File: src/dpq_pkg.sv
// Shared types and constants for the double-ended priority queue.
// Holds item structs, opcode and status codes, cell command and FSM state types.
// No dependencies.
package dpq_pkg;

   // Number of cells in the sorted chain
   localparam int unsigned CAPACITY = 64;

   localparam int unsigned KEY_W = 32;
   localparam int unsigned ID_W  = 20;

   // Request opcodes; the remaining code leaves the store alone
   typedef enum logic [1:0] {
      OP_INSERT   = 2'd0,
      OP_POP_HIGH = 2'd1,
      OP_POP_LOW  = 2'd2
   } op_type;

   // Result status codes
   typedef enum logic [1:0] {
      ST_OK    = 2'd0,
      ST_EMPTY = 2'd1,
      ST_FULL  = 2'd2,
      ST_DUP   = 2'd3
   } status_type;

   // Command broadcast to every cell
   typedef enum logic [2:0] {
      CMD_HOLD,
      CMD_COMPARE,
      CMD_INSERT,
      CMD_POP_LOW,
      CMD_POP_HIGH
   } cell_cmd_type;

   // Sequencer states
   typedef enum logic [1:0] {
      S_IDLE,
      S_CMP,
      S_APPLY
   } state_type;

   typedef struct packed {
      logic [1:0]              op;
      logic signed [KEY_W-1:0] priority_req;
      logic [ID_W-1:0]         client_id;
   } req_type;

   typedef struct packed {
      logic [ID_W-1:0] served_id;
      logic [1:0]      status;
   } rsp_type;

   // Contents of one cell as seen by its neighbours
   typedef struct packed {
      logic                    vld;
      logic signed [KEY_W-1:0] key;
      logic [ID_W-1:0]         id;
   } cell_data_type;

   // Broadcast control to the chain
   typedef struct packed {
      cell_cmd_type            cmd;
      logic signed [KEY_W-1:0] key;
      logic [ID_W-1:0]         id;
   } cell_ctl_type;

endpackage

File: src/dpq_cell.sv
// One cell of the sorted chain: holds a key, an id and a valid bit.
// Compares against the broadcast key and shifts to or from its neighbours.
// Depends on dpq_pkg.
module dpq_cell (
   input  logic                  clock,
   input  logic                  reset,
   input  dpq_pkg::cell_ctl_type  ctl,
   input  dpq_pkg::cell_data_type left_data,
   input  logic                  left_lt,
   input  dpq_pkg::cell_data_type right_data,
   output dpq_pkg::cell_data_type data,
   output logic                  lt,
   output logic                  eq
);
   import dpq_pkg::*;

   cell_data_type data_ff, data_in;
   logic          lt_ff, lt_in;
   logic          eq_ff, eq_in;

   // Next contents of the cell
   always_comb begin
      data_in = data_ff;
      lt_in   = lt_ff;
      eq_in   = eq_ff;
      case (ctl.cmd)
         CMD_COMPARE: begin
            lt_in = data_ff.vld && (data_ff.key < ctl.key);
            eq_in = data_ff.vld && (data_ff.key == ctl.key);
         end
         CMD_INSERT: begin
            // smaller keys stay; the insertion point takes the new entry;
            // everything above moves up one place
            if (!lt_ff) begin
               if (left_lt) begin
                  data_in.vld = 1'b1;
                  data_in.key = ctl.key;
                  data_in.id  = ctl.id;
               end else begin
                  data_in = left_data;
               end
            end
         end
         CMD_POP_LOW: begin
            data_in = right_data;
         end
         CMD_POP_HIGH: begin
            // topmost valid cell drops out
            if (data_ff.vld && !right_data.vld) begin
               data_in.vld = 1'b0;
            end
         end
         default: begin
         end
      endcase
   end

   // Valid bit is control state; key, id and flags are payload
   always_ff @(posedge clock) begin
      if (reset) begin
         data_ff.vld <= 1'b0;
      end else begin
         data_ff.vld <= data_in.vld;
      end
      data_ff.key <= data_in.key;
      data_ff.id  <= data_in.id;
      lt_ff       <= lt_in;
      eq_ff       <= eq_in;
   end

   assign data = data_ff;
   assign lt   = lt_ff;
   assign eq   = eq_ff;

endmodule

File: config.mk
export PLATFORM = sky130hd
export DESIGN_NAME = dpq_cell
export DESIGN_NICKNAME = d
export VERILOG_FILES = /design/src/dpq_pkg.sv /design/src/dpq_cell.sv
export SDC_FILE = /design/constraint.sdc
export NUM_CORES = 1
export LEC_CHECK = 0
export BUFFER_PORTS_ARGS = -buffer_cell sky130_fd_sc_hd__buf_4
export CORE_ASPECT_RATIO = 1.2
export CORE_UTILIZATION = 35
export CTS_BUF_LIST = sky130_fd_sc_hd__clkbuf_2 sky130_fd_sc_hd__clkbuf_4 sky130_fd_sc_hd__clkbuf_8
export DETAILED_ROUTE_END_ITERATION = 7
export PLACE_DENSITY_LB_ADDON = 0.12
export SYNTH_ARGS = -nofsm -noshare
export SYNTH_HDL_FRONTEND = slang
export SYNTH_SLANG_ARGS = --single-unit
File: constraint.sdc
create_clock -name clock -period 2.65 [get_ports clock]
set_input_delay 0.6625 -clock clock [delete_from_list [all_inputs] [get_ports clock]]
set_output_delay 0.6625 -clock clock [all_outputs]
set_load 0.01 [all_outputs]
Word level (Yosys, flattened, before mapping)
Cells that the tools add are included.
{"block": "word_totals", "ff_bits": 55, "in_bits": 164, "output_inout_bits": 55, "elab_cells": 26}
{"block": "classes", "magnitude_cmp": 1, "n_eq_ne": 7, "muxes": 5, "reduce_logical": 8}
{"cell": "53-bit 2-to-1 mux", "n": 2}
{"cell": "52-bit case mux with 2 select lines", "n": 1}
{"cell": "32-bit equality test", "n": 1}
{"cell": "32-bit < comparator", "n": 1}
{"cell": "3-bit by 2-bit equality test with 1-bit output, second input constant", "n": 2}
{"cell": "2-bit != test, second input constant", "n": 2}
{"cell": "3-bit by 1-bit equality test with 1-bit output, second input constant", "n": 1}
{"cell": "3-bit equality test, second input constant", "n": 1}
{"cell": "1-bit logical AND", "n": 3}
{"cell": "1-bit case mux with 3 select lines", "n": 1}
{"cell": "3-bit AND reduction", "n": 1}
{"cell": "3-bit nonzero test", "n": 1}
{"cell": "2-bit AND reduction", "n": 1}
{"cell": "2-bit nonzero test", "n": 1}
{"cell": "1-bit zero test", "n": 1}
{"cell": "1-bit 2-to-1 mux", "n": 1}

Depth between registers and ports, before layout
Gate-level depths: netlist of run 1.
{"block": "logic_depth", "word_depth": 4, "mapped_depth": 8, "mapped_depth_nobuf": 8}

Worst setup path after synthesis of run 1
OpenSTA, ideal clock, no wires.
{"block": "synth_timing", "kind": "in2reg", "from": "input port ctl[52] (netlist name)", "to": "register data_ff (netlist bit data[52])", "setup_ps": 70, "arrival_time_ps": 2575, "required_time_ps": 2580, "slack_ps": 5, "cell_stages": 4, "path_buffers": 0, "cell_sequence": "nand2b_1 and3_1 o311ai_0 a21oi_1"}
{"block": "synth_via", "elab_chain_len": 3, "elab_cells_between_ends": 8, "cone_classes": "5 x eq/ne; 1 x mux; 2 x reduce/logical"}
{"element": "start, declared", "line_no": "dpq_cell.sv:7", "rtl": "input dpq_pkg::cell_ctl_type ctl,"}
{"element": "3-bit equality test or 3-bit by 2-bit equality test with 1-bit output (tied branches)", "line_no": "dpq_cell.sv:26", "rtl": "case (ctl.cmd)"}
{"element": "2-bit != test (no source line) or 3-bit nonzero test (tied branches)"}
{"element": "3-bit AND reduction (no source line)"}
{"element": "end, declared", "line_no": "dpq_cell.sv:17", "rtl": "cell_data_type data_ff, data_in;"}
Several ways; a longest one is shown, not always the timed one.
A chain may end at the register's enable or synchronous reset.

Worst setup path in the final report of run 1
{"block": "layout_timing", "from": "input port ctl[34] (netlist name)", "to": "register lt_ff (netlist: lt) (data pin)"}
{"block": "layout_via", "elab_chain_len": 2}
{"element": "32-bit < comparator", "line_no": "dpq_cell.sv:28", "rtl": "lt_in = data_ff.vld && (data_ff.key < ctl.key);"}
{"element": "1-bit logical AND", "line_no": "dpq_cell.sv:28"}
{"element": "end signal, assigned", "line_no": "dpq_cell.sv:67", "rtl": "lt_ff <= lt_in;"}
{"element": "end, declared", "line_no": "dpq_cell.sv:18", "rtl": "logic lt_ff, lt_in;"}
No other way between the ends.

==> flow_metrics.py, run 1 <==
metrics = {
    "status": {
        "status": "completed",
    },
    "cells_and_area": {
        "drive_gt1_frac": 0.415,
        "antennaDiodeCount": 0,
        "final_common_cell": "buf_4",
        "nets": 768,
        "layout_common_cells": "buf_4 (222), a21oi_1 (66), nor2_1 (54), edfxtp_1 (54), mux2i_1 (52)",
        "areaGrowthSynthToFinish_pct": 54.4,
        "register_area_mm2": 0.00164,
        "nFillCells": 934,
        "multiInputGateArea_mm2": 0.00175,
    },
    "detailed_routing": {
        "detail_route.first_pass.iterations": 4,
        "drtIter0Drc": 103,
        "drc": 0,
        "wl_per_cell_um": 14.1,
        "avgViaCountPerCell": 4.76,
        "ant_nets": 0,
        "num_vias": 3329,
        "routed_wl_mm": 9.88,
    },
    "worst_setup_path": {
        "worst-setup-path-type": "primary input to register",
        "rr_startpoint": "data[34]$_DFFE_PP_",
        "critPathMaxFanout": 3,
        "endpoint_kind": "register",
        "worstReg2RegEnd": "lt$_DFFE_PN_",
        "arrival_ps": 2240,
        "reg2reg_setup_slack_ps": 530,
        "critPathRequiredTime_ps": 2730,
        "cp-start-kind": "primary input",
        "r2r_cells": 7,
    },
    "placed_design": {
        "dp_hpwl_mm": 7.91,
        "globalplace.congestion": 0.784,
        "numPortBuffers": 218,
    },
    "synth": {
        "ys_seq_elements": 55,
        "synth.avg_cell_area_um2": 10.1,
        "synth_cells": 356,
        "synth_fa_ha_area_frac": 0.112,
        "yosysTopAreaCellShare": 0.453,
        "synthSimpleGateAreaFrac": 0.107,
        "yosysSeqAreaShare": 0.458,
        "synthMuxAreaShare": 0.148,
        "syn_area_mm2": 0.00358,
        "ys_warn_count": 0,
        "ys_types": 31,
        "mappedNetlistNets": 552,
        "synth_flop_cell": "edfxtp_1",
        "ys_async_sr_fraction": 0,
        "yosysTopAreaCell": "edfxtp_1",
        "synth-edff-count": 54,
        "synth_top_family_by_area": "multiplexers",
        "synth_compound_area_frac": 0.119,
        "synth-xor-area-share": 0,
        "synthTopCellsByArea": "edfxtp_1 (45%), mux2i_1 (15%), ha_1 (11%)",
    },
    "timing": {
        "fmax_mhz": 463,
        "finalCriticalPeriod_ps": 2160,
        "layout_worst_path_cycle_share": 0.815,
        "hold_ws_ps": 481,
        "tightest_slew_ps": 629,
        "finalHoldViolations": 0,
        "slew_viol_final": 0,
        "setup_viol_count_final": 0,
        "fin_skew_ps": 12.4,
        "setup_tns_ps": 0,
        "maxSlewHeadroom": 0.580,
        "rsz0062_at_grt": "no",
    },
    "grt": {
        "grt_pass1_wl_mm": 15.5,
        "antenna_found_initial": 0,
        "grt_max_degree": 43,
        "grt_pass1_vias": 3393,
        "grt_overflow": 0,
        "track_usage": 0.187,
    },
    "floorplanning": {
        "rows": 40,
        "die_area_mm2": 0.0106,
        "core-area_mm2": 0.00996,
        "initial_utilization": 0.360,
        "die_h_um": 113,
        "fp.dieW_um": 94.4,
        "io_pins": 219,
    },
    "power": {
        "powerDensity_mw_per_mm2": 388,
        "power_leakage_nw": 2.72,
        "ir_drop_v": 0.000261,
    },
    "worst_hold_path": {
        "hold_depth": 2,
        "whs_endpoint": "data[52]$_SDFFE_PP0P_",
        "hold_path_class": "primary input to register",
        "hp-start": "reset",
    },
    "clock_tree": {
        "cts.repair.resized": 0,
        "cts_buffers": 5,
        "cts_buffer_depth": 2,
        "postCtsHoldBufs": 0,
        "clock_sinks": 55,
        "htreeDepth": 2,
        "cts_tree": "built",
        "postCtsSetupRepairBufs": 0,
        "clockRootBuffer": "clkbuf_8",
        "path_clk_slew_ps": 110,
        "clock_latency_ps": 320,
    },
    "flow_run": {
        "maxCapViolations": 0,
    },
}
## layer usage
| metal | up-vias | wire, um | track usage |
|---|---|---|---|
| li1 | 1712 | - | - |
| met1 | 1478 | 3810 | 0.205 |
| met2 | 126 | 5170 | 0.346 |
| met3 | 13 | 707 | 0.0491 |
| met4 | 0 | 191 | 0.0533 |
| met5 | - | 0 | 0 |
## power breakdown
part	leakage (nW)	total [mW]	internal (mW)	switching (mW)
Sequential	0.509	1.03	1.01	0.0181
Clock	0.0556	0.571	0.278	0.293
Combinational	2.15	0.548	0.318	0.230
## metrics by stage
stage / utilization / power, mW / setup WS [ps] / instance area [um^2] / instances
after global routing: 0.555 / 2.26 / 397 / 5530 / 699
after floorplan: - / 1.29 / 5.18 / 3580 / 356
after global placement: 0.545 / 1.59 / 149 / 5420 / 691
final: 0.555 / 2.15 / 490 / 5530 / 699
after detailed placement: 0.545 / 1.60 / 114 / 5420 / 691
after CTS: 0.555 / 2.17 / 462 / 5530 / 699
## logic make-up after synthesis
family	after synthesis
AND/OR/NAND/NOR	85
AO/OA/AOI/OAI	80
flip-flops	55
multiplexers	53
buffers and inverters	51
adder cells (fa/ha/maj)	32
## critical path, stage by stage
cell and delay (ps):
buf_4 90, inv_1 40, ha_1 330, a21oi_1 160, nand2_1 70, a211oi_1 210, o21ai_0 110, o22ai_1 220
mux2_1 340
## state kept, by name, indices dropped and copies added, names as in the netlist
name,cells
lt,1
data,53
eq,1
## final cells by class
class                   count  share of cell area
inverters                  34              0.0231
flip-flops and latches     55               0.297
multi-input cells         250               0.316
clock inverters             3             0.00701
repair buffers            226               0.316
clock buffers               5              0.0124
well taps                 126              0.0285
## Yosys cell counts, types with 2 or more instances
cell / count
mux2i_1: 52
nor2b_1: 4
a21oi_1: 66
a21o_1: 2
nand3_1: 3
a211oi_1: 2
ha_1: 32
nand4_1: 5
nor2_1: 54
buf_2: 6
inv_1: 34
edfxtp_1: 54
nand3b_1: 2
o21ai_0: 5
nand2_1: 9
nor3_1: 2
clkbuf_1: 5
buf_1: 6
## worst max-delay path by stage
stage / startpoint / end / slack [ps] / cells after the start
detailed placement: ctl[34] / lt$_DFFE_PN_ / 110 / 9
CTS: ctl[34] / lt$_DFFE_PN_ / 460 / 9
global route: data[34]$_DFFE_PP_ / lt$_DFFE_PN_ / 400 / 7
finish: ctl[34] / lt$_DFFE_PN_ / 490 / 9
global placement: ctl[34] / lt$_DFFE_PN_ / 150 / 9
floorplan: ctl[52] / data[52]$_SDFFE_PP0P_ / 5 / 4
Note: power is estimated with default switching activity, not from simulation.
==> inputs of run 2 (changes only) <==
--- a/config.mk
+++ b/config.mk
@@ -5,6 +5,7 @@
 export SDC_FILE = /design/constraint.sdc
 export NUM_CORES = 1
 export LEC_CHECK = 0
+export ABC_AREA = 1
 export BUFFER_PORTS_ARGS = -buffer_cell sky130_fd_sc_hd__buf_4
 export CORE_ASPECT_RATIO = 1.2
 export CORE_UTILIZATION = 35
==> constraint.sdc (replaced) <==
create_clock -name clock -period 2.2 [get_ports clock]
set_input_delay 0.55 -clock clock [delete_from_list [all_inputs] [get_ports clock]]
set_output_delay 0.55 -clock clock [all_outputs]
set_load 0.01 [all_outputs]
==> run 2 against run 1 <==
Net effect: hold slack got worse by 95 ps; combinational power grew 25%; synthesized cell count up 19%; clock skew shrank 7.0 ps; routed wire length rose by 0.58%; sequential cell count is the same; non-clock buffer count down 1.
==> flow_metrics.py, run 2 <==
metrics = {
    "status": {
        "status": "completed",
    },
    "cells_and_area": {
        "areaGrowthSynthToFinish_pct": 52.1,
        "antennaDiodeCount": 0,
        "final_common_cell": "buf_4",
        "nets": 832,
        "layout_common_cells": "buf_4 (221), nand2_1 (69), a21oi_1 (68), nor2_1 (62), edfxtp_1 (54)",
        "nFillCells": 1023,
        "design_area_mm2": 0.00557,
        "drive_gt1_frac": 0.380,
        "largest_reg_flops": 53,
        "fin_util": 0.550,
    },
    "timing": {
        "finalHoldViolations": 0,
        "setup_viol_count_final": 0,
        "fin_skew_ps": 5.40,
        "rsz0062_at_grt": "no",
        "finalCriticalPeriod_ps": 1830,
        "maxSlewHeadroom": 0.791,
        "slew_viol_final": 0,
        "layout_worst_path_cycle_share": 0.833,
        "finalWorstSetupSlack_ps": 366,
        "setup_tns_ps": 0,
        "tightest_slew_ps": 313,
        "fmax_mhz": 545,
    },
    "clock_tree": {
        "cts_buffers": 5,
        "clock_sinks": 55,
        "cts_tree": "built",
        "path_clk_slew_ps": 100,
        "postCtsSetupRepairBufs": 0,
        "clock_latency_ps": 310,
        "htreeDepth": 2,
        "cts.repair.resized": 0,
        "cts_buffer_depth": 2,
        "postCtsHoldBufs": 0,
        "clockRootBuffer": "clkbuf_8",
    },
    "power": {
        "ir_drop_v": 0.000248,
        "power_mw": 2.53,
        "powerDensity_mw_per_mm2": 454,
        "power_leakage_nw": 2.74,
    },
    "floorplanning": {
        "die_h_um": 114,
        "rows": 40,
        "fp.dieW_um": 95.3,
        "initial_utilization": 0.362,
        "die_area_mm2": 0.0109,
        "core-area_mm2": 0.0101,
        "io_pins": 219,
    },
    "detailed_routing": {
        "avgViaCountPerCell": 4.70,
        "routed_wl_mm": 9.94,
        "drc": 0,
        "num_vias": 3584,
        "wl_per_cell_um": 13.0,
        "detail_route.first_pass.iterations": 4,
        "ant_nets": 0,
        "drtIter0Drc": 73,
    },
    "synth": {
        "synth_flop_cell": "edfxtp_1",
        "ys_seq_elements": 55,
        "synth_cells": 424,
        "ys_warn_count": 0,
        "mappedNetlistNets": 620,
        "ys_async_sr_fraction": 0,
        "synth-edff-count": 54,
        "syn_area_mm2": 0.00366,
        "yosysSeqAreaShare": 0.449,
        "ys_types": 26,
        "yosysTopAreaCellShare": 0.443,
        "synth_most_common_cell": "nand2_1",
        "synth_common_cells": "nand2_1 (70), a21oi_1 (68), nor2_1 (62)",
        "yosysTopAreaCell": "edfxtp_1",
        "synth.avg_cell_area_um2": 8.63,
        "synthTopCellsByArea": "edfxtp_1 (44%), ha_1 (11%), a21oi_1 (9.3%)",
    },
    "grt": {
        "grt_overflow": 0,
        "grt_max_degree": 44,
        "grt_pass1_wl_mm": 15.5,
        "antenna_found_initial": 0,
        "track_usage": 0.186,
        "grt_pass1_vias": 3471,
    },
    "worst_setup_path": {
        "max_stage_delay_ps": 420,
        "cp_common_cell": "nand2_1",
        "path_cells": "ha_1 > nand2_1 > nor2_1 > nand2_1 > nor4_2 > nand2_1 > a21oi_1 > nor2_1",
        "crit_start": "data[51]$_DFFE_PP_",
        "arrival_ps": 1910,
        "worst-setup-path-type": "register to register",
        "cp-start-kind": "register",
        "endpoint_kind": "register",
        "critPathRequiredTime_ps": 2270,
        "rr_startpoint": "data[51]$_DFFE_PP_",
        "critPathMaxFanout": 3,
        "slowest_stage": "edfxtp_1",
    },
    "placed_design": {
        "numPortBuffers": 218,
        "globalplace.congestion": 0.812,
        "dpl_cell_area_mm2": 0.00547,
        "post-place-ws_ps": 98.1,
        "dp_hpwl_mm": 8.18,
    },
    "flow_run": {
        "maxCapViolations": 0,
    },
    "worst_hold_path": {
        "hold_path_class": "primary input to register",
        "hp-start": "reset",
    },
}
-- run 2: changes by cell type after synthesis, sizes merged, moves of 2 or more --
cell / previous run / this run
a21oi: 66 / 69
clkbuf: 5 / 8
inv: 34 / 44
mux2i: 52 / 21
nand2: 9 / 70
nand3b: 2 / 0
nand4: 6 / 2
nor2: 54 / 63
nor2b: 4 / 0
o21a: 0 / 2
o21ai: 5 / 35
-- run 2: final cells by class --
class | count | area [um^2] | share of cell area
timing repair buffer | 225 | 1740 | 0.313
multi-input combinational | 305 | 1770 | 0.317
clock inverter | 1 | 5.00 | 0.000899
sequential | 55 | 1640 | 0.295
tap | 126 | 158 | 0.0283
clock buffer | 7 | 90.1 | 0.0162
inverter | 44 | 165 | 0.0297
-- run 2: report_power, final --
group	switching, mW	total [mW]	leakage (nW)	internal, mW
Sequential	0.0236	1.25	0.505	1.22
Combinational	0.303	0.683	2.19	0.380
Clock	0.329	0.597	0.0517	0.267
-- run 2: per-layer routing --
layer  part of all wire  wire length, um  track usage
met3              0.077              761       0.0533
met2               0.52             5180        0.341
met4              0.017              169       0.0566
met1               0.39             3830        0.201
met5                  0                0            0
-- run 2: final timing paths --
| check | endpoint | slack [ps] | cells past startpoint |
|---|---|---|---|
| worst max register to register | lt$_DFFE_PN_ | 370 | 8 |
| worst max-delay path | lt$_DFFE_PN_ | 370 | 8 |
| worst min-delay path | data[52]$_SDFFE_PP0P_ | 390 | 2 |
| worst min register to register | data[52]$_SDFFE_PP0P_ | 590 | 2 |
-- run 2: kinds of logic after synthesis --
group           after synthesis  synth area share
compound gates              108             0.155
buf+inv                      64            0.0711
simple gates                144             0.158
mux                          21            0.0575
fa+ha+maj                    32             0.109
flops                        55             0.449
-- run 2: critical path, delay by kind of cell, from the launching register on --
family	cells	cell delay [ps]
AO/OA/AOI/OAI	1	130
AND/OR/NAND/NOR	6	700
flip-flops	1	420
adder cells (fa/ha/maj)	1	340
-- run 2: through the flow --
| step | hold WS, ps | cells |
|---|---|---|
| 3_5_place_dp | 587 | 755 |
| 6_report | 386 | 763 |
| 2_1_floorplan | 561 | 424 |
| 3_3_place_gp | 575 | 755 |
| 5_1_grt | 368 | 763 |
| 4_1_cts | 365 | 763 |
==> inputs of run 3 (changes only) <==
==> constraint.sdc (replaced) <==
create_clock -name clock -period 1.9 [get_ports clock]
set_input_delay 0.475 -clock clock [delete_from_list [all_inputs] [get_ports clock]]
set_output_delay 0.475 -clock clock [all_outputs]
set_load 0.01 [all_outputs]
==> run 3 against run 2 <==
Net effect: sequential power increased by 16%; sequential cell count unchanged; via count increased by 1.3%; utilization increased by 1.4 points; critical path depth unchanged; sequential share of layout area decreased by 0.72 points; final area increased by 2.5%; clock-buffer cell count decreased by 1; register-to-register slack got worse by 220 ps; clock skew increased by 5.2 ps; hold slack got worse by 73 ps.
==> flow_metrics.py, run 3 (synthesis results as in run 2) <==
metrics = {
    "grt": {
        "grt_overflow": 0,
        "grt_pass1_vias": 3599,
        "grt_pass1_wl_mm": 15.8,
        "antenna_found_initial": 0,
        "grt_max_degree": 39,
        "track_usage": 0.187,
    },
    "timing": {
        "finalCriticalPeriod_ps": 1750,
        "finalWorstSetupSlack_ps": 149,
        "hold_ws_ps": 313,
        "fmax_mhz": 571,
        "tightest_slew_ps": 351,
        "layout_worst_path_cycle_share": 0.922,
        "finalHoldViolations": 0,
        "slew_viol_final": 0,
        "fin_skew_ps": 10.6,
        "setup_viol_count_final": 0,
        "maxSlewHeadroom": 0.766,
    },
    "detailed_routing": {
        "avgViaCountPerCell": 4.73,
        "routed_wl_mm": 10.1,
        "wl_per_cell_um": 13.2,
        "drc": 0,
        "ant_nets": 0,
        "detail_route.first_pass.iterations": 4,
        "drtIter0Drc": 91,
        "num_vias": 3630,
    },
    "worst_setup_path": {
        "endpoint_kind": "register",
        "reg2reg_setup_slack_ps": 150,
        "r2r_cells": 8,
        "worst-setup-path-type": "register to register",
        "cp-start-kind": "register",
        "rr_startpoint": "data[51]$_DFFE_PP_",
        "path_cells": "ha_4 > nand2_1 > nor2_2 > nand2_2 > nor4_4 > nand2_1 > a21oi_1 > nor2_1",
        "worstReg2RegEnd": "lt$_DFFE_PN_",
        "critPathRequiredTime_ps": 1980,
        "critPathMaxFanout": 3,
        "arrival_ps": 1830,
        "max_stage_delay_ps": 450,
        "cp_common_cell": "nand2_1",
        "slowest_stage": "edfxtp_1",
    },
    "placed_design": {
        "post-place-ws_ps": -121,
        "numPortBuffers": 218,
        "dp.cells": 759,
        "dp_hpwl_mm": 8.24,
        "dpl_cell_area_mm2": 0.00553,
        "globalplace.congestion": 0.784,
    },
    "power": {
        "ir_drop_v": 0.000377,
        "seqPwrFrac": 0.453,
        "p_switching_uw": 776,
        "p_int_mw": 2.41,
        "powerDensity_mw_per_mm2": 559,
        "p_sw_frac": 0.243,
        "p_comb_frac": 0.256,
        "clock_power_share": 0.291,
        "power_leakage_nw": 2.80,
    },
    "clock_tree": {
        "clockRootBuffer": "clkbuf_8",
        "clock_latency_ps": 310,
        "clock_sinks": 55,
        "postCtsHoldBufs": 0,
        "cts_buffers": 5,
        "path_clk_slew_ps": 110,
        "htreeDepth": 2,
        "cts_buffer_depth": 2,
        "cts_tree": "built",
    },
    "worst_hold_path": {
        "hp-start": "reset",
        "hold_depth": 2,
        "whs_endpoint": "data[52]$_SDFFE_PP0P_",
        "hold_path_class": "primary input to register",
    },
    "cells_and_area": {
        "nFillCells": 959,
        "nets": 837,
        "stdcell_count": 768,
        "final_common_cell": "buf_4",
        "drive_gt1_frac": 0.391,
        "layout_common_cells": "buf_4 (224), nand2_1 (68), a21oi_1 (68), nor2_1 (61), edfxtp_1 (54)",
        "fin_util": 0.564,
        "largest_reg_flops": 53,
        "areaGrowthSynthToFinish_pct": 56.0,
        "design_area_mm2": 0.00571,
        "antennaDiodeCount": 0,
    },
    "floorplanning": {
        "core-area_mm2": 0.0101,
        "die_h_um": 114,
        "io_pins": 219,
        "rows": 40,
        "initial_utilization": 0.362,
        "fp.dieW_um": 95.3,
        "die_area_mm2": 0.0109,
    },
    "flow_run": {
        "maxCapViolations": 0,
    },
    "status": {
        "status": "completed",
    },
}
run 3: metal layers:
layer | wire [um] | track usage | vias up
li1 | - | - | 1877
met1 | 3940 | 0.207 | 1612
met5 | 0 | 0 | -
met4 | 226 | 0.0606 | 0
met3 | 696 | 0.0440 | 14
met2 | 5250 | 0.346 | 127
run 3: cell type report:
type / count / area [um^2] / share of cell area
clock buffer: 6 / 76.3 / 0.0134
clock inverter: 2 / 60.1 / 0.0105
inverter: 44 / 165 / 0.0289
multi-input combinational: 305 / 1800 / 0.316
sequential: 55 / 1640 / 0.288
tap: 126 / 158 / 0.0276
timing repair buffer: 230 / 1800 / 0.316
run 3: worst max-delay path: cells and delay by family (launching register included):
family	cells	cell delay, ps
flops	1	450
compound gates	1	130
fa+ha+maj	1	310
simple gates	6	640
run 3: metrics by stage:
step | setup TNS (ps) | total power, mW
final | 0 | 3.19
after global routing | -1.54 | 3.37
after CTS | 0 | 3.22
after detailed placement | -121 | 2.29
after global placement | -34.1 | 2.27
after floorplan | 0 | 1.83
run 3: how the worst max path moves through the flow:
stage	start	end	slack, ps
global placement	ctl[51]	lt$_DFFE_PN_	-30
finish	data[51]$_DFFE_PP_	lt$_DFFE_PN_	150
CTS	data[51]$_DFFE_PP_	lt$_DFFE_PN_	60
global route	data[51]$_DFFE_PP_	lt$_DFFE_PN_	-2
floorplan	ctl[54]	data[0]$_DFFE_PP_	140
detailed placement	ctl[51]	lt$_DFFE_PN_	-120
run 3: repair_timing:
| item | CTS | global route |
|---|---|---|
| buffers inserted | 0 | 1 |
| resized for setup | 0 | 5 |
| endpoints found under the setup margin | 0 | 1 |
run 3: power groups by stage:
stage	Sequential, mW	Clock, mW	Combinational (mW)
after CTS	1.45	0.952	0.820
after global placement	1.47	0	0.804
final	1.45	0.927	0.816
after global routing	1.45	1.00	0.918
after floorplan	1.50	0	0.336
after detailed placement	1.47	0	0.817
